## src/sv/arpl_pkg.sv

```systemverilog
`default_nettype none

package arpl_pkg;

    localparam int TABLE_DEPTH_DEF = 32;

    localparam logic [15:0] HW_TYPE_ETHERNET = 16'h0001;
    localparam logic [15:0] PROTO_TYPE_IPV4  = 16'h0800;
    localparam logic [15:0] DROP_MAX         = 16'hFFFF;
    localparam logic [7:0]  IP_OCTET_ZERO    = 8'h00;

    // One table entry as it is held in the slot memory.
    typedef struct packed {
        logic [31:0] ip;
        logic [47:0] mac;
        logic [31:0] first_sec;
        logic [19:0] first_usec;
        logic [31:0] last_sec;
        logic [19:0] last_usec;
    } slot_t;

    // One emitted host record.
    typedef struct packed {
        slot_t       slot;
        logic [15:0] drops;
        logic        final_entry;
    } host_t;

    typedef enum logic [2:0] {
        ST_IDLE,
        ST_PAIR,
        ST_SCAN,
        ST_WRITE,
        ST_FLUSH_RD,
        ST_FLUSH_EMIT
    } state_t;

    // A pair is learned only with a nonzero top IP octet and a MAC that is neither all zeros nor all ones.
    function automatic logic pair_ok(input logic [31:0] ip, input logic [47:0] mac);
        return (ip[31:24] != IP_OCTET_ZERO) && (mac != '0) && (mac != '1);
    endfunction

endpackage

`default_nettype wire

```

## src/sv/arpl_outreg.sv

```systemverilog
`default_nettype none

module arpl_outreg
    import arpl_pkg::*;
(
    input  wire logic  clk,
    input  wire logic  rst_n,
    input  wire logic  emit,
    input  wire host_t emit_data,
    output logic       load_ok,
    output logic       host_valid,
    input  wire logic  host_stall,
    output host_t      host_data
);

    logic  valid_reg;
    logic  valid_next;
    host_t data_reg;

    // The register may be refilled in the same cycle its transaction completes.
    assign load_ok = !valid_reg || !host_stall;

    always_comb
    begin
        valid_next = valid_reg;
        if (emit)
        begin
            valid_next = 1'b1;
        end
        else if (!host_stall)
        begin
            valid_next = 1'b0;
        end
    end

    always_ff @(posedge clk or negedge rst_n)
    begin
        if (!rst_n)
        begin
            valid_reg <= 1'b0;
        end
        else
        begin
            valid_reg <= valid_next;
        end
    end

    always_ff @(posedge clk)
    begin
        if (emit)
        begin
            data_reg <= emit_data;
        end
    end

    assign host_valid = valid_reg;
    assign host_data  = data_reg;

endmodule

`default_nettype wire

```

## config.mk

```make
export PLATFORM = sky130hd
export DESIGN_NAME = arpl_outreg
export DESIGN_NICKNAME = d
export VERILOG_FILES = /design/src/sv/arpl_pkg.sv /design/src/sv/arpl_outreg.sv
export SDC_FILE = /design/constraint.sdc
export NUM_CORES = 1
export LEC_CHECK = 0
export BUFFER_PORTS_ARGS = -buffer_cell sky130_fd_sc_hd__clkbuf_2
export CAP_MARGIN = 20
export CORE_AREA = 8 8 154 156
export DETAILED_ROUTE_END_ITERATION = 8
export DIE_AREA = 0 0 162 164
export PLACE_DENSITY_LB_ADDON = 0.3
export SLEW_MARGIN = 20
export SYNTH_ARGS = -nofsm -noshare
export SYNTH_HDL_FRONTEND = slang
export SYNTH_SLANG_ARGS = --single-unit
```

## constraint.sdc

```tcl
create_clock -name clk -period 1.55 [get_ports clk]
set_input_delay 0.31 -clock clk [delete_from_list [all_inputs] [get_ports clk]]
set_output_delay 0.31 -clock clk [all_outputs]
set_load 0.02 [all_outputs]
```

---- Word-level counts from Yosys, hierarchy flattened ----
Cells that the tools add are included.
word-level totals
  logic and storage cells ................. 15
  output and inout port bits .............. 203
  bits of input ports ..................... 205
  register bits after elaboration ......... 202
cells by class
  reductions and logical operators ........ 3
  muxes and demuxes ....................... 2
  eq/ne operators ......................... 1
operators with widths
  kind                number
  $logic_not 1->1     2
  $mux 1              2
  $ne 2x2->1 const B  1
  $logic_or 1x1->1    1

---- Depth between registers and ports, before layout ----
Gate-level depths: netlist of the first run.
  depth in word-level cells ............... 2
  gate-level depth with buffers ........... 1
  depth with buffers taken out ............ 1

---- Worst setup path after synthesis of the first run ----
Ideal clock, no wire load.
  path kind ............................... reg-to-output
  start ................................... reg valid_reg (netlist: host_valid)
  end ..................................... out load_ok
  buffers on the path ..................... 0
  data required time ...................... 1.240 ns
  arrival time ............................ 0.635 ns
  stages on the path, launching flop included .. 2
  slack ................................... 0.605 ns
  path through ............................ dfrtp_1 > nand2_1
on the way
  cells in the longest elaborated chain, start to end .. 2
RTL lines
  what                    RTL line           text
  start, declared         arpl_outreg.sv:16  logic valid_reg;
  start signal, assigned  arpl_outreg.sv:44  valid_reg <= valid_next;
  $logic_not 1->1         arpl_outreg.sv:21  assign load_ok = !valid_reg || !host_stall;
  $logic_or 1x1->1        arpl_outreg.sv:21
  end, declared           arpl_outreg.sv:10  output logic load_ok,
Every way passes these cells.

---- Final worst setup path of the first run ----
Ends and elaborated chain as after synthesis.

==> results.tsv, run 1 <==
stage	metric	value	unit
critical_path	arrival	1090	ps
synthesis	syn_nets	409	
sta	fin_skew	0	ps
sta	finalHoldViolations	0	
critical_path	worstPathRequired	1240	ps
synthesis	syn_inst	204	
sta	rsz0062_at_grt	no	
cells_and_area	syn2layout_area_growth	82.1	%
outcome	status	finished, final reports clean	
critical_path	r2r_cells	1	
synthesis	postSynthAreaPerCell	29.8	sq um
sta	worst_slack	145	ps
die	core	21400	sq um
sta	finalSetupTns	0	ps
hold_path	min_delay_path_depth	1	
global_routing	antenna_found_initial	1	
placement	dpl_worst_slack	195	ps
power	leakage	4.82	nW
cells_and_area	drive_gt1_share	53.4	%
synthesis	synth_cell_types	4	
route	routed-wl-met2	10500	microns
die	die_h	164	microns
route	vias	4472	
cells_and_area	final_common_cell	clkbuf_2	
hold_path	hp-class	in -> reg	
route	drc_errors	0	
route	finalWirelength	19900	microns
sta	worst_pin_slew	406	ps
sta	finalSetupViolations	0	
clocking	tritoncts	done	
die	die_width	162	microns
global_routing	overflow	0	
synthesis	ys_warn_count	0	
die	die_area	26600	sq um
global_routing	grt_pass1_wl	29300	microns
route	viasPerCell	4.00	
clocking	cts_buffers	21	
sta	drv_slew	0	
cells_and_area	layout.nets	1032	
route	wl_met1	6540	microns
die	initial_core_util	28.4	%
route	routedWlPerCell	17.8	microns
synthesis	netlist_area	6070	sq um
clocking	clock_sinks	202	
cells_and_area	final_cells	1119	
critical_path	start_kind	flip-flop	
sta	relSlewSlack	72.9	%
cells_and_area	nFillCells	1779	
die	rows	54	
route	wl_met3	2280	microns
clocking	path_clk_slew	60	ps
placement	dp_hpwl	14600	microns
die	io_pins	408	
power	ir_worst_vdd	0.00117	V
placement	place_congestion	0.810	
global_routing	grt_max_degree	45	
placement	io_buffers	407	
clocking	worstSkewPairLatency	480	ps
clocking	clk_path_buf_depth	3	
sta	timing.hold.ws	16.4	ps
flow_run	cap_violations	0	
critical_path	path_class	reg -> out	
synthesis	ys_ff_latch	202	
route	dr.max_layer_used	met5	
sta	max_freq	712	MHz
route	final_antenna_net_count	0	
clocking	cts_root_buffer	clkbuf_16	
critical_path	endpoint_kind	output pin	
route	firstDrtPassIters	4	
placement	dp.cells	904	
cells_and_area	antenna_cells	0	
global_routing	grt_pass1_vias	5227	
cells_and_area	layout_common_cells	406 x clkbuf_2, 201 x edfxtp_1, 180 x dlygate4sd3_1	
power	fin_total_pwr	13.3	mW
critical_path	cp_max_fo	3	
global_routing	grt_usage	14.2	%
power	power_density	1200	nW/um^2
synthesis	yosysSeqAreaShare	99.8	%
clocking	htreeDepth	1	
sta	fin_crit	1400	ps
sta	period_share	90.6	%
route	dr.first_iter.drc_count	141	
through the flow:
| stage | util (%) | area (sq um) |
|---|---|---|
| 3_5_place_dp | 40.2 | 8590 |
| 4_1_cts | 51.6 | 11000 |
| 5_1_grt | 51.8 | 11100 |
| 6_report | 51.8 | 11100 |
| 3_3_place_gp | 40.2 | 8590 |
| 2_1_floorplan | - | 6070 |
repair_timing:
action / CTS / global route
hold buffers: 176 / 4
endpoints found under the hold margin: 176 / 4
gates resized for setup: 0 / 0
setup buffers: 0 / 0
cells in the mapped netlist:
master | number | area, sq um
a21o_1 | 1 | 7.51
dfrtp_1 | 1 | 25.0
nand2_1 | 1 | 3.75
edfxtp_1 | 201 | 6040
metal layers:
metal | vias to the layer above | GRT usage, %
li1 | 2080 | -
met1 | 2080 | 13.6
met2 | 262 | 26.5
met3 | 48 | 6.24
met4 | 2 | 5.56
met5 | - | 0
cell families after synthesis:
kind of cell,after synthesis,share of synthesized area (%)
simple gates,1,0.0618
compound gates,1,0.124
flops,202,99.8
worst max-delay path, stage by stage (launching register included):
cell	delay, ps
dfrtp_1	400
nand2_1	60
clkbuf_2	160
where the power goes:
part	total [mW]	switching [mW]	internal [mW]	leakage, nW
Clock	4.88	1.92	2.95	0.320
Sequential	6.62	0.127	6.49	1.98
Combinational	1.78	1.01	0.768	2.52
path summary, 6_finish.rpt:
path / startpoint / end / slack, ps
min in group asynchronous: rst_n / host_valid / 160
worst max register to register: host_valid / host_valid / 890
worst min-delay path: emit_data[98] / host_data[98] / 20
worst max-delay path: host_valid / load_ok / 150
max in group asynchronous: rst_n / host_valid / 1300
worst min register to register: host_valid / host_valid / 520
registers in the layout, indices dropped and copies added, names as in the netlist:
register    count
host_data     201
host_valid      1
cell type report:
type                            instances  area [sq um]  area share [%]
Multi-Input combinational cell          2          11.3           0.102
Sequential cell                       202          6060            54.8
Timing Repair Buffer                  600          3970            35.9
Clock inverter                         13           138            1.24
Tap cell                              280           350            3.17
Clock buffer                           22           529            4.79
No activity file was read; power rests on OpenSTA's default activity.
==> run 2: changes to the inputs <==
--- a/config.mk
+++ b/config.mk
@@ -7,9 +7,9 @@
 export LEC_CHECK = 0
 export BUFFER_PORTS_ARGS = -buffer_cell sky130_fd_sc_hd__clkbuf_2
 export CAP_MARGIN = 20
-export CORE_AREA = 8 8 154 156
+export CORE_AREA = 8 8 151 153
 export DETAILED_ROUTE_END_ITERATION = 8
-export DIE_AREA = 0 0 162 164
+export DIE_AREA = 0 0 159 161
 export PLACE_DENSITY_LB_ADDON = 0.3
 export SLEW_MARGIN = 20
 export SYNTH_ARGS = -nofsm -noshare
==> constraint.sdc (replaced) <==
create_clock -name clk -period 1.4 [get_ports clk]
set_input_delay 0.28 -clock clk [delete_from_list [all_inputs] [get_ports clk]]
set_output_delay 0.28 -clock clk [all_outputs]
set_load 0.02 [all_outputs]
==> run 2 against run 1 <==
The flow now stops in 4_1_cts. Synthesized cell count unchanged. Synthesized area unchanged.
==> results.tsv, run 2 <==
stage	metric	value	unit
outcome	status	stopped before the end	
outcome	haltStage	4_1_cts	
outcome	stop_error	[ERROR RSZ-0060] Max buffer count reached.	
die	rows	53	
die	io_pins	408	
clocking	cts_resized	2	
placement	io_buffers	407	
clocking	cts_root_buffer	clkbuf_16	
synthesis	synthTopCellsByArea	edfxtp_1 99%, dfrtp_1 0.41%, a21o_1 0.12%	
clocking	ctsHoldBuffers	189	
clocking	clock_sinks	202	
synthesis	syn_nets	409	
synthesis	synth_flop_cell	edfxtp_1	
synthesis	yosysMostFrequentCell	edfxtp_1	
synthesis	postSynthAreaPerCell	29.8	sq um
die	initial_core_util	29.5	%
synthesis	synth_top_area_cell	edfxtp_1	
synthesis	ys_ff_latch	202	
clocking	clk_path_buf_depth	3	
synthesis	synth_edf_count	201	
synthesis	ys_warn_count	0	
synthesis	yosysSeqAreaShare	99.8	%
synthesis	synth_cell_types	4	
synthesis	yosys-top-cells-count	201 x edfxtp_1, 1 x a21o_1, 1 x dfrtp_1, 1 x nand2_1	
clocking	htreeDepth	1	
clocking	cts_buffers	22	
synthesis	yosysTopAreaCellShare	99.4	%
placement	dp_hpwl	14600	microns
die	die_width	159	microns
synthesis	netlist_area	6070	sq um
synthesis	async_flop_share	0.495	%
synthesis	syn_inst	204	
placement	place_congestion	0.805	
die	die_h	161	microns
clocking	post_cts_buffers	0	
## run 2: cell counts after synthesis
Identical to the previous run, type by type.
## run 2: logic make-up after synthesis
kind of cell       after synthesis  synth area share, %
DFF                            202                 99.8
and+or+nand+nor                  1               0.0618
AOI/OAI and AO/OA                1                0.124
## run 2: metrics by stage
stage	setup slack, ps	std cells	cell area [sq um]
after floorplan	485	204	6070
after global placement	225	899	8610
after detailed placement	197	899	8610
==> run 3: changes to the inputs <==
--- a/config.mk
+++ b/config.mk
@@ -7,10 +7,10 @@
 export LEC_CHECK = 0
 export BUFFER_PORTS_ARGS = -buffer_cell sky130_fd_sc_hd__clkbuf_2
 export CAP_MARGIN = 20
-export CORE_AREA = 8 8 151 153
+export CORE_AREA = 8 8 152 154
 export DETAILED_ROUTE_END_ITERATION = 8
-export DIE_AREA = 0 0 159 161
-export PLACE_DENSITY_LB_ADDON = 0.3
+export DIE_AREA = 0 0 160 162
+export PLACE_DENSITY_LB_ADDON = 0.15
 export SLEW_MARGIN = 20
 export SYNTH_ARGS = -nofsm -noshare
 export SYNTH_HDL_FRONTEND = slang
==> run 3 against run 2 <==
Synthesized area did not move. Synthesized cell count did not move. The run again fails in 4_1_cts.
==> results.tsv, run 3 <==
stage	metric	value	unit
outcome	status	stopped before the end	
outcome	haltStage	4_1_cts	
outcome	stop_error	[ERROR RSZ-0060] Max buffer count reached.	
synthesis	ys_ff_latch	202	
clocking	cts_resized	4	
clocking	post_cts_buffers	0	
clocking	clock_sinks	202	
synthesis	synthTopCellsByArea	edfxtp_1 99%, dfrtp_1 0.41%, a21o_1 0.12%	
die	die_h	162	microns
die	die_width	160	microns
placement	place_congestion	0.775	
synthesis	async_flop_share	0.495	%
clocking	cts_buffers	22	
synthesis	synth_flop_cell	edfxtp_1	
synthesis	yosysTopAreaCellShare	99.4	%
synthesis	yosys-top-cells-count	201 x edfxtp_1, 1 x a21o_1, 1 x dfrtp_1, 1 x nand2_1	
synthesis	syn_nets	409	
synthesis	synth_edf_count	201	
clocking	cts_root_buffer	clkbuf_16	
die	io_pins	408	
synthesis	synth_cell_types	4	
placement	io_buffers	407	
clocking	clk_path_buf_depth	3	
synthesis	yosysSeqAreaShare	99.8	%
die	rows	53	
synthesis	ys_warn_count	0	
clocking	ctsHoldBuffers	189	
synthesis	yosysMostFrequentCell	edfxtp_1	
synthesis	netlist_area	6070	sq um
synthesis	postSynthAreaPerCell	29.8	sq um
placement	dp_hpwl	15500	microns
synthesis	syn_inst	204	
clocking	htreeDepth	1	
synthesis	synth_top_area_cell	edfxtp_1	
die	initial_core_util	29.3	%
==> run 3: logic make-up after synthesis <==
kind of cell    synth area share [%]
flops                           99.8
simple gates                  0.0618
compound gates                 0.124
==> run 3: per-stage QoR <==
step           instances  util, %  setup slack [ps]  area (sq um)  hold slack, ps
2_1_floorplan        204        -               485          6070           -15.6
3_3_place_gp         901     41.8               205          8650            57.0
3_5_place_dp         901     41.8               190          8650            57.3
