[src/sv/arpl_pkg.sv]
`default_nettype none

package arpl_pkg;

    localparam int TABLE_DEPTH_DEF = 32;

    localparam logic [15:0] HW_TYPE_ETHERNET = 16'h0001;
    localparam logic [15:0] PROTO_TYPE_IPV4  = 16'h0800;
    localparam logic [15:0] DROP_MAX         = 16'hFFFF;
    localparam logic [7:0]  IP_OCTET_ZERO    = 8'h00;

    // One table entry as it is held in the slot memory.
    typedef struct packed {
        logic [31:0] ip;
        logic [47:0] mac;
        logic [31:0] first_sec;
        logic [19:0] first_usec;
        logic [31:0] last_sec;
        logic [19:0] last_usec;
    } slot_t;

    // One emitted host record.
    typedef struct packed {
        slot_t       slot;
        logic [15:0] drops;
        logic        final_entry;
    } host_t;

    typedef enum logic [2:0] {
        ST_IDLE,
        ST_PAIR,
        ST_SCAN,
        ST_WRITE,
        ST_FLUSH_RD,
        ST_FLUSH_EMIT
    } state_t;

    // A pair is learned only with a nonzero top IP octet and a MAC that is neither all zeros nor all ones.
    function automatic logic pair_ok(input logic [31:0] ip, input logic [47:0] mac);
        return (ip[31:24] != IP_OCTET_ZERO) && (mac != '0) && (mac != '1);
    endfunction

endpackage

`default_nettype wire

[src/sv/arpl_ctrl.sv]
`default_nettype none

module arpl_ctrl
    import arpl_pkg::*;
#(
    parameter int DEPTH = TABLE_DEPTH_DEF,
    localparam int AW = $clog2(DEPTH),
    localparam int IW = $clog2(DEPTH + 1)
)
(
    input  wire logic          clk,
    input  wire logic          rst_n,
    input  wire logic          pkt_valid,
    output logic               pkt_stall,
    input  wire logic          mode,
    input  wire logic [15:0]   hw_type,
    input  wire logic [15:0]   proto_type,
    input  wire logic [47:0]   sender_mac,
    input  wire logic [31:0]   sender_ip,
    input  wire logic [47:0]   target_mac,
    input  wire logic [31:0]   target_ip,
    input  wire logic [31:0]   time_sec,
    input  wire logic [19:0]   time_usec,
    output logic               mem_wr_en,
    output logic [AW-1:0]      mem_wr_addr,
    output slot_t              mem_wr_data,
    output logic               mem_rd_en,
    output logic [AW-1:0]      mem_rd_addr,
    input  wire slot_t         mem_rd_data,
    output logic               emit,
    output host_t              emit_data,
    input  wire logic          load_ok
);

    state_t          state_reg, state_next;
    logic [IW-1:0]   idx_reg, idx_next;
    logic            pend_reg, pend_next;
    logic [AW-1:0]   pend_idx_reg, pend_idx_next;
    logic            free_found_reg, free_found_next;
    logic [AW-1:0]   free_idx_reg, free_idx_next;
    logic            is_hit_reg, is_hit_next;
    logic [AW-1:0]   wr_idx_reg, wr_idx_next;
    logic [31:0]     hit_first_sec_reg, hit_first_sec_next;
    logic [19:0]     hit_first_usec_reg, hit_first_usec_next;
    logic            pair_sel_reg, pair_sel_next;
    logic [DEPTH-1:0] valid_reg, valid_next;
    logic [15:0]     drop_reg, drop_next;

    logic [47:0]     smac_reg, tmac_reg;
    logic [31:0]     sip_reg, tip_reg;
    logic [31:0]     sec_reg;
    logic [19:0]     usec_reg;

    logic            accept;
    logic            pkt_ok;
    logic [AW-1:0]   slot_idx;
    logic            idx_at_end;
    logic [47:0]     cur_mac;
    logic [31:0]     cur_ip;
    logic            cur_ok;
    logic            scan_issue;
    logic            scan_hit;
    logic            scan_done;
    logic [DEPTH-1:0] valid_above;
    logic            keep_first;

    assign pkt_stall  = (state_reg != ST_IDLE);
    assign accept     = pkt_valid && (state_reg == ST_IDLE);
    assign pkt_ok     = (hw_type == HW_TYPE_ETHERNET) && (proto_type == PROTO_TYPE_IPV4);
    assign slot_idx   = idx_reg[AW-1:0];
    assign idx_at_end = (idx_reg == IW'(DEPTH));
    assign cur_mac    = pair_sel_reg ? tmac_reg : smac_reg;
    assign cur_ip     = pair_sel_reg ? tip_reg : sip_reg;
    assign cur_ok     = pair_ok(cur_ip, cur_mac);

    // The scan is pipelined: a slot is read in one cycle and compared in the next.
    assign scan_issue = (state_reg == ST_SCAN) && !idx_at_end;
    assign scan_hit   = (state_reg == ST_SCAN) && pend_reg && valid_reg[pend_idx_reg]
                        && (mem_rd_data.ip == cur_ip) && (mem_rd_data.mac == cur_mac);
    assign scan_done  = (state_reg == ST_SCAN) && idx_at_end && !pend_reg;

    assign valid_above = valid_reg >> slot_idx;
    assign keep_first  = is_hit_reg && (hit_first_sec_reg != '0);

    always_comb
    begin
        state_next = state_reg;
        unique case (state_reg)
            ST_IDLE:
            begin
                if (accept)
                begin
                    if (mode)
                    begin
                        state_next = ST_FLUSH_RD;
                    end
                    else if (pkt_ok)
                    begin
                        state_next = ST_PAIR;
                    end
                end
            end
            ST_PAIR:
            begin
                if (cur_ok)
                begin
                    state_next = ST_SCAN;
                end
                else if (pair_sel_reg)
                begin
                    state_next = ST_IDLE;
                end
            end
            ST_SCAN:
            begin
                if (scan_hit)
                begin
                    state_next = ST_WRITE;
                end
                else if (scan_done)
                begin
                    if (free_found_reg)
                    begin
                        state_next = ST_WRITE;
                    end
                    else
                    begin
                        state_next = pair_sel_reg ? ST_IDLE : ST_PAIR;
                    end
                end
            end
            ST_WRITE:
            begin
                state_next = pair_sel_reg ? ST_IDLE : ST_PAIR;
            end
            ST_FLUSH_RD:
            begin
                if (idx_at_end)
                begin
                    state_next = ST_IDLE;
                end
                else if (valid_reg[slot_idx])
                begin
                    state_next = ST_FLUSH_EMIT;
                end
            end
            ST_FLUSH_EMIT:
            begin
                if (load_ok)
                begin
                    state_next = ST_FLUSH_RD;
                end
            end
            default:
            begin
                state_next = ST_IDLE;
            end
        endcase
    end

    always_comb
    begin
        idx_next            = idx_reg;
        pend_next           = pend_reg;
        pend_idx_next       = pend_idx_reg;
        free_found_next     = free_found_reg;
        free_idx_next       = free_idx_reg;
        is_hit_next         = is_hit_reg;
        wr_idx_next         = wr_idx_reg;
        hit_first_sec_next  = hit_first_sec_reg;
        hit_first_usec_next = hit_first_usec_reg;
        pair_sel_next       = pair_sel_reg;
        valid_next          = valid_reg;
        drop_next           = drop_reg;
        mem_rd_en           = 1'b0;
        mem_wr_en           = 1'b0;
        emit                = 1'b0;

        unique case (state_reg)
            ST_IDLE:
            begin
                if (accept)
                begin
                    idx_next      = '0;
                    pair_sel_next = 1'b0;
                end
            end
            ST_PAIR:
            begin
                idx_next        = '0;
                pend_next       = 1'b0;
                free_found_next = 1'b0;
                if (!cur_ok)
                begin
                    pair_sel_next = 1'b1;
                end
            end
            ST_SCAN:
            begin
                pend_next     = scan_issue;
                pend_idx_next = slot_idx;
                if (scan_issue)
                begin
                    mem_rd_en = 1'b1;
                    idx_next  = idx_reg + IW'(1);
                    if (!valid_reg[slot_idx] && !free_found_reg)
                    begin
                        free_found_next = 1'b1;
                        free_idx_next   = slot_idx;
                    end
                end
                if (scan_hit)
                begin
                    is_hit_next         = 1'b1;
                    wr_idx_next         = pend_idx_reg;
                    hit_first_sec_next  = mem_rd_data.first_sec;
                    hit_first_usec_next = mem_rd_data.first_usec;
                end
                else if (scan_done)
                begin
                    is_hit_next = 1'b0;
                    wr_idx_next = free_idx_reg;
                    if (!free_found_reg)
                    begin
                        // Table full: the pair is lost.
                        if (drop_reg != DROP_MAX)
                        begin
                            drop_next = drop_reg + 16'd1;
                        end
                        pair_sel_next = 1'b1;
                    end
                end
            end
            ST_WRITE:
            begin
                mem_wr_en              = 1'b1;
                valid_next[wr_idx_reg] = 1'b1;
                pair_sel_next          = 1'b1;
            end
            ST_FLUSH_RD:
            begin
                if (idx_at_end)
                begin
                    valid_next = '0;
                    drop_next  = '0;
                end
                else if (valid_reg[slot_idx])
                begin
                    mem_rd_en = 1'b1;
                end
                else
                begin
                    idx_next = idx_reg + IW'(1);
                end
            end
            ST_FLUSH_EMIT:
            begin
                emit = load_ok;
                if (load_ok)
                begin
                    idx_next = idx_reg + IW'(1);
                end
            end
            default:
            begin
            end
        endcase
    end

    assign mem_rd_addr = slot_idx;
    assign mem_wr_addr = wr_idx_reg;

    always_comb
    begin
        mem_wr_data.ip        = cur_ip;
        mem_wr_data.mac       = cur_mac;
        mem_wr_data.first_sec = keep_first ? hit_first_sec_reg : sec_reg;
        mem_wr_data.first_usec = keep_first ? hit_first_usec_reg : usec_reg;
        mem_wr_data.last_sec  = sec_reg;
        mem_wr_data.last_usec = usec_reg;
    end

    always_comb
    begin
        emit_data.slot        = mem_rd_data;
        emit_data.drops       = drop_reg;
        emit_data.final_entry = ~|valid_above[DEPTH-1:1];
    end

    always_ff @(posedge clk or negedge rst_n)
    begin
        if (!rst_n)
        begin
            state_reg          <= ST_IDLE;
            idx_reg            <= '0;
            pend_reg           <= 1'b0;
            pend_idx_reg       <= '0;
            free_found_reg     <= 1'b0;
            free_idx_reg       <= '0;
            is_hit_reg         <= 1'b0;
            wr_idx_reg         <= '0;
            hit_first_sec_reg  <= '0;
            hit_first_usec_reg <= '0;
            pair_sel_reg       <= 1'b0;
            valid_reg          <= '0;
            drop_reg           <= '0;
        end
        else
        begin
            state_reg          <= state_next;
            idx_reg            <= idx_next;
            pend_reg           <= pend_next;
            pend_idx_reg       <= pend_idx_next;
            free_found_reg     <= free_found_next;
            free_idx_reg       <= free_idx_next;
            is_hit_reg         <= is_hit_next;
            wr_idx_reg         <= wr_idx_next;
            hit_first_sec_reg  <= hit_first_sec_next;
            hit_first_usec_reg <= hit_first_usec_next;
            pair_sel_reg       <= pair_sel_next;
            valid_reg          <= valid_next;
            drop_reg           <= drop_next;
        end
    end

    always_ff @(posedge clk)
    begin
        if (accept)
        begin
            smac_reg <= sender_mac;
            sip_reg  <= sender_ip;
            tmac_reg <= target_mac;
            tip_reg  <= target_ip;
            sec_reg  <= time_sec;
            usec_reg <= time_usec;
        end
    end

endmodule

`default_nettype wire

[config.mk]
export PLATFORM = sky130hd
export DESIGN_NAME = arpl_ctrl
export DESIGN_NICKNAME = d
export VERILOG_FILES = /design/src/sv/arpl_pkg.sv /design/src/sv/arpl_ctrl.sv
export SDC_FILE = /design/constraint.sdc
export NUM_CORES = 1
export LEC_CHECK = 0
export BUFFER_PORTS_ARGS = -buffer_cell sky130_fd_sc_hd__buf_2
export CAP_MARGIN = 10
export CORE_AREA = 2 2 326 328
export CTS_CLUSTER_SIZE = 24
export DETAILED_ROUTE_END_ITERATION = 16
export DIE_AREA = 0 0 328 330
export MAX_ROUTING_LAYER = met4
export PLACE_DENSITY = 0.39
export SYNTH_ARGS = -nofsm -noshare
export SYNTH_HDL_FRONTEND = slang
export SYNTH_SLANG_ARGS = --single-unit
[constraint.sdc]
create_clock -name clk -period 8.6 [get_ports clk]
set_clock_uncertainty 0.15 [all_clocks]
set_input_delay 0.86 -clock clk [delete_from_list [all_inputs] [get_ports clk]]
set_output_delay 0.86 -clock clk [all_outputs]
set_load 0.05 [all_outputs]
# After elaboration in Yosys (flattened, before gate mapping)
# Index checks and enable logic that the tools add are counted.
totals:
  input_bits: 433
  output_inout_bits: 399
  regBits: 340
classes:
  add_sub_neg: 2
  n_reduce_logical: 40
  n_lt_le_gt_ge: 4
  bitwise: 1
  n_eq_ne: 28
  mux: 57
  shifts: 1
ops:
  columns: ["operator", "n"]
  rows:
  - ["$mux 32", 3]
  - ["$mux 16", 5]
  - ["$pmux 32 s2", 1]
  - ["$eq 48x48->1", 1]
  - ["$mux 48", 1]
  - ["$ne 48x48->1 const B", 1]
  - ["$reduce_bool 48->1", 1]
  - ["$eq 32x32->1", 1]
  - ["$or 32x32->32", 1]
  - ["$pmux 16 s2", 1]
  - ["$reduce_bool 32->1", 1]
  - ["$shr 32x5->32", 1]
  - ["$reduce_or 31->1", 1]
  - ["$mux 3", 10]
  - ["$mux 6", 5]
  - ["$pmux 6 s5", 1]
  - ["$reduce_and 6->1", 4]
  - ["$mux 20", 1]
  - ["$ne 2x2->1 const B", 10]
  - ["$lt 5x6->1 const B", 3]
  - ["$mux 1", 18]
  - ["$pmux 3 s6", 1]
  - ["$add 16x1->16 const B", 1]
  - ["$eq 16x1->1 const B", 1]
  - ["other kinds (26)", 59]

# Logic depth before layout (Yosys ltp)
logic_depth:
  word_depth: 7
  depth_mapped: 14
  ltp_nobuf: 9

# Worst setup path before layout
# Ideal clock, no wire load.
synth_path:
  path_kind: "reg-to-reg"
  startpoint: "register state_reg[2]"
  endpoint: "register sec_reg[0], enable pin"
  required_ns: 7.852
  t_arrival_ns: 5.806
  setup_ns: 0.598
  path_slack_ns: 2.046
  stages_incl_launch_ff: 4
  cell_sequence: "dfrtp_1 -> clkbuf_1 -> nor3_1 -> and2_1"
synth_via:
  elab_chain_cells: 2
synth_rtl:
  columns: ["element", "line", "rtl"]
  rows:
  - ["start, declared", "arpl_ctrl.sv:35", "state_t state_reg, state_next;"]
  - ["start signal, assigned", "arpl_ctrl.sv:310", "state_reg <= state_next;"]
  - ["$logic_not 3->1", "arpl_ctrl.sv:68", "assign accept = pkt_valid && (state_reg == ST_IDLE);"]
  - ["$logic_and 1x1->1", "arpl_ctrl.sv:68", null]
  - ["named net accept", "arpl_ctrl.sv:54", "logic accept;"]
  - ["end signal, assigned", "arpl_ctrl.sv:334", "sec_reg <= time_sec;"]
  - ["end, declared", "arpl_ctrl.sv:51", "logic [31:0] sec_reg;"]
# The timed path passes the listed nets, and every way through them passes these cells.
# A chain may end at the register's enable or synchronous reset.

# Worst setup path after layout
layout_path:
  startpoint: "register pair_sel_reg"
  endpoint: "register hit_first_sec_reg[27]"
layout_via:
  elab_chain_cells: 5
layout_rtl:
  columns: ["element", "line", "rtl"]
  rows:
  - ["start, declared", "arpl_ctrl.sv:45", "logic pair_sel_reg, pair_sel_next;"]
  - ["start signal, assigned", "arpl_ctrl.sv:320", "pair_sel_reg <= pair_sel_next;"]
  - ["$mux 32", "arpl_ctrl.sv:73", "assign cur_ip = pair_sel_reg ? tip_reg : sip_reg;"]
  - ["$eq 32x32->1", "arpl_ctrl.sv:79", "&& (mem_rd_data.ip == cur_ip) && (mem_rd_data.mac == cur_mac);"]
  - ["$logic_and 1x1->1", "arpl_ctrl.sv:79", null]
  - ["$logic_and 1x1->1 (*)", "arpl_ctrl.sv:79", null]
  - ["$reduce_and 2->1 (no source line) (*)", null, null]
  - ["end signal, assigned", "arpl_ctrl.sv:318", "hit_first_sec_reg <= hit_first_sec_next;"]
  - ["end, declared", "arpl_ctrl.sv:43", "logic [31:0] hit_first_sec_reg, hit_first_sec_next;"]
# Mark *: on every way between the ends. The rest lies on a longest branch, timed or not.

==> results.json <==
{
  "syn_nets": 1873,
  "cts_tree": "yes",
  "grt_antenna_before_repair": 20,
  "ys_seq_elements": 340,
  "numClockSinks": 340,
  "setup_viol": 0,
  "post_drt_wl_per_cell_um": 24.0,
  "initial_core_util": 0.168,
  "synth-async-reset-ratio": 0.376,
  "slew_viol_final": 0,
  "cp-start-kind": "register",
  "fin_tns_setup_ns": 0,
  "die_h_um": 330,
  "peakVddDrop_v": 0.000210,
  "die_x_um": 328,
  "cts_buffer_depth": 3,
  "io_pins": 832,
  "yosys.area_share.simple": 0.0951,
  "hold_class": "in2async",
  "wl_um": 82100,
  "gr-usage-all-layers": 0.150,
  "cp_max_fo": 62,
  "mappedNetlistArea_um2": 17500,
  "dp.cells": 3334,
  "root_buffer": "clkbuf_16",
  "drt_iter0_drc": 812,
  "hpwl_um": 65700,
  "final_common_cell": "buf_2",
  "yosysWarningCount": 0,
  "status": "completed",
  "synthMuxAreaShare": 0.160,
  "synth_xor_area_frac": 0.0299,
  "grt_max_degree": 106,
  "rows": 119,
  "postCtsSetupBuffers": 0,
  "core_area_um2": 105000,
  "maxCapViolCount": 0,
  "p_leak_nw": 10.2,
  "powerDensity_nw_per_um2": 309,
  "nets": 2427,
  "fmax_ghz": 0.197,
  "synthCells": 1437,
  "path_class": "reg2reg",
  "whs_ns": 0.184,
  "port_buffers": 727,
  "num_vias": 14034,
  "ant_nets": 0,
  "yosys.area_share.adder": 0.00214,
  "ys.flop_type": "edfxtp_1",
  "place.gp.congestion": 0.895,
  "slew_headroom": 0.251,
  "layout_common_cells": "726 x buf_2, 212 x edfxtp_1, 127 x dfrtp_1",
  "worst_pin_slew_ns": 1.12,
  "postPlaceCellArea_um2": 21500,
  "routed_via_density": 4.10,
  "power_w": 0.00711,
  "synth_compound_area_frac": 0.0597,
  "required_ns": 8.92,
  "grt_pass1_vias": 14691,
  "area_delta_synth_final_pct": 31.3,
  "drive_gt1_frac": 0.468,
  "synth_cell_types": 69,
  "dieArea_um2": 108000,
  "timing.final.crit_share": 0.592,
  "numCtsBuffers": 46,
  "insertion_delay_ns": 0.61,
  "grt_pass1_wl_um": 112000,
  "stdcell_count": 3422,
  "crit_arrival_ns": 5.41,
  "avgSynthCellArea_um2": 12.2,
  "hold_violations": 0,
  "r2r_slack_ns": 3.51,
  "cts_resized": 0,
  "yosysSeqAreaShare": 0.545,
  "fin_crit_ns": 5.09,
  "crit_path_end_kind": "register",
  "clk_pin_slew_worst_paths_ns": 0.06,
  "drt-pass1-iter-count": 7,
  "synth_top_family_by_area": "multiplexers",
  "ctsHoldBuffers": 0,
  "synth_edf_count": 212,
  "grt_overflow": 0,
  "rsz0062_at_grt": "false",
  "design_area_um2": 23000,
  "post-route-drc-count": 0,
  "htreeDepth": 2
}
==> cell usage after synthesis, types with 3 or more instances <==
cell / count / area share
xor2_1: 44 / 0.022
buf_4: 195 / 0.083
mux4_2: 9 / 0.012
nor2_1: 79 / 0.017
nor3_1: 17 / 0.0048
mux2i_1: 80 / 0.046
nor4_1: 55 / 0.020
o21a_1: 3 / 0.0013
a22oi_1: 3 / 0.0013
a221o_1: 3 / 0.0017
o22ai_1: 8 / 0.0029
o221ai_1: 3 / 0.0015
o2bb2ai_1: 6 / 0.0030
xnor2_1: 16 / 0.0080
and3_1: 8 / 0.0029
a21oi_1: 56 / 0.016
o31ai_1: 4 / 0.0017
ha_1: 3 / 0.0021
and2_1: 7 / 0.0025
nor2b_1: 4 / 0.0014
nand3b_1: 3 / 0.0013
o2111ai_1: 4 / 0.0020
clkbuf_1: 33 / 0.0071
edfxtp_1: 212 / 0.36
nand2_1: 56 / 0.012
dfrtp_1: 128 / 0.18
nand4_1: 43 / 0.015
mux2_1: 50 / 0.032
nor3b_1: 7 / 0.0030
inv_1: 57 / 0.012
buf_2: 11 / 0.0031
nand3_1: 22 / 0.0063
o21ai_0: 35 / 0.010
o211ai_1: 4 / 0.0017
or4_1: 5 / 0.0021
a211oi_1: 7 / 0.0030
mux2_2: 109 / 0.070
a31oi_1: 6 / 0.0021
==> metal layers <==
metal	GRT usage	vias to the layer above	routed length (um)
met5	-	-	0
met4	0.0728	0	4140
met3	0.0217	195	3900
met2	0.270	613	43300
met1	0.161	6995	30800
li1	-	6231	-
==> area by class of cell <==
cell class	instances	area, um2
inverters	58	218
repair buffers	749	3820
multi-input cells	796	6130
clock inverters	22	295
clock buffers	62	1260
diodes	4	10.0
well taps	1391	1740
flip-flops and latches	340	9570
fillers	11353	81600
==> worst paths after layout <==
path	start	depth (start not counted)	end
setup / recovery	pair_sel_reg	9	hit_first_sec_reg[27]
hold / removal	rst_n	1	valid_reg[3]
setup reg to reg	pair_sel_reg	9	hit_first_sec_reg[27]
hold reg to reg	idx_reg[5]	1	idx_reg[5]
max in group asynchronous	rst_n	2	hit_first_usec_reg[7]
min in group clk	sender_mac[25]	1	smac_reg[25]
==> worst max-delay path: stages (launching register included) <==
cell	delay [ns]
dfrtp_4	0.89
buf_4	0.80
mux2i_1	0.40
o22ai_1	0.21
a221o_1	0.29
or4_1	0.61
nor4b_2	0.40
nand4_4	0.12
buf_4	0.33
mux2_1	0.48
==> metrics by stage <==
step,util,worst slack [ns]
2_1_floorplan,-,2.05
3_3_place_gp,0.205,3.53
3_5_place_dp,0.205,3.49
4_1_cts,0.220,3.29
5_1_grt,0.220,3.17
6_report,0.220,3.51
==> cell families (layout without fill, tap and decap cells) <==
| family | count (synthesis) | after routing |
|---|---|---|
| and+or+nand+nor | 319 | 319 |
| other | 0 | 4 |
| adders and majority gates | 3 | 3 |
| DFF | 340 | 340 |
| AOI/OAI and AO/OA | 165 | 165 |
| buffers and inverters | 301 | 891 |
| muxes | 249 | 249 |
| xor gates and xnor gates | 60 | 60 |
==> power breakdown <==
| group | switching (W) | internal (W) |
|---|---|---|
| logic | 0.00206 | 0.000721 |
| clock network | 0.000807 | 0.00119 |
| registers | 0.000288 | 0.00205 |
| total | 0.00315 | 0.00396 |
(Power assumes the default switching activity.)
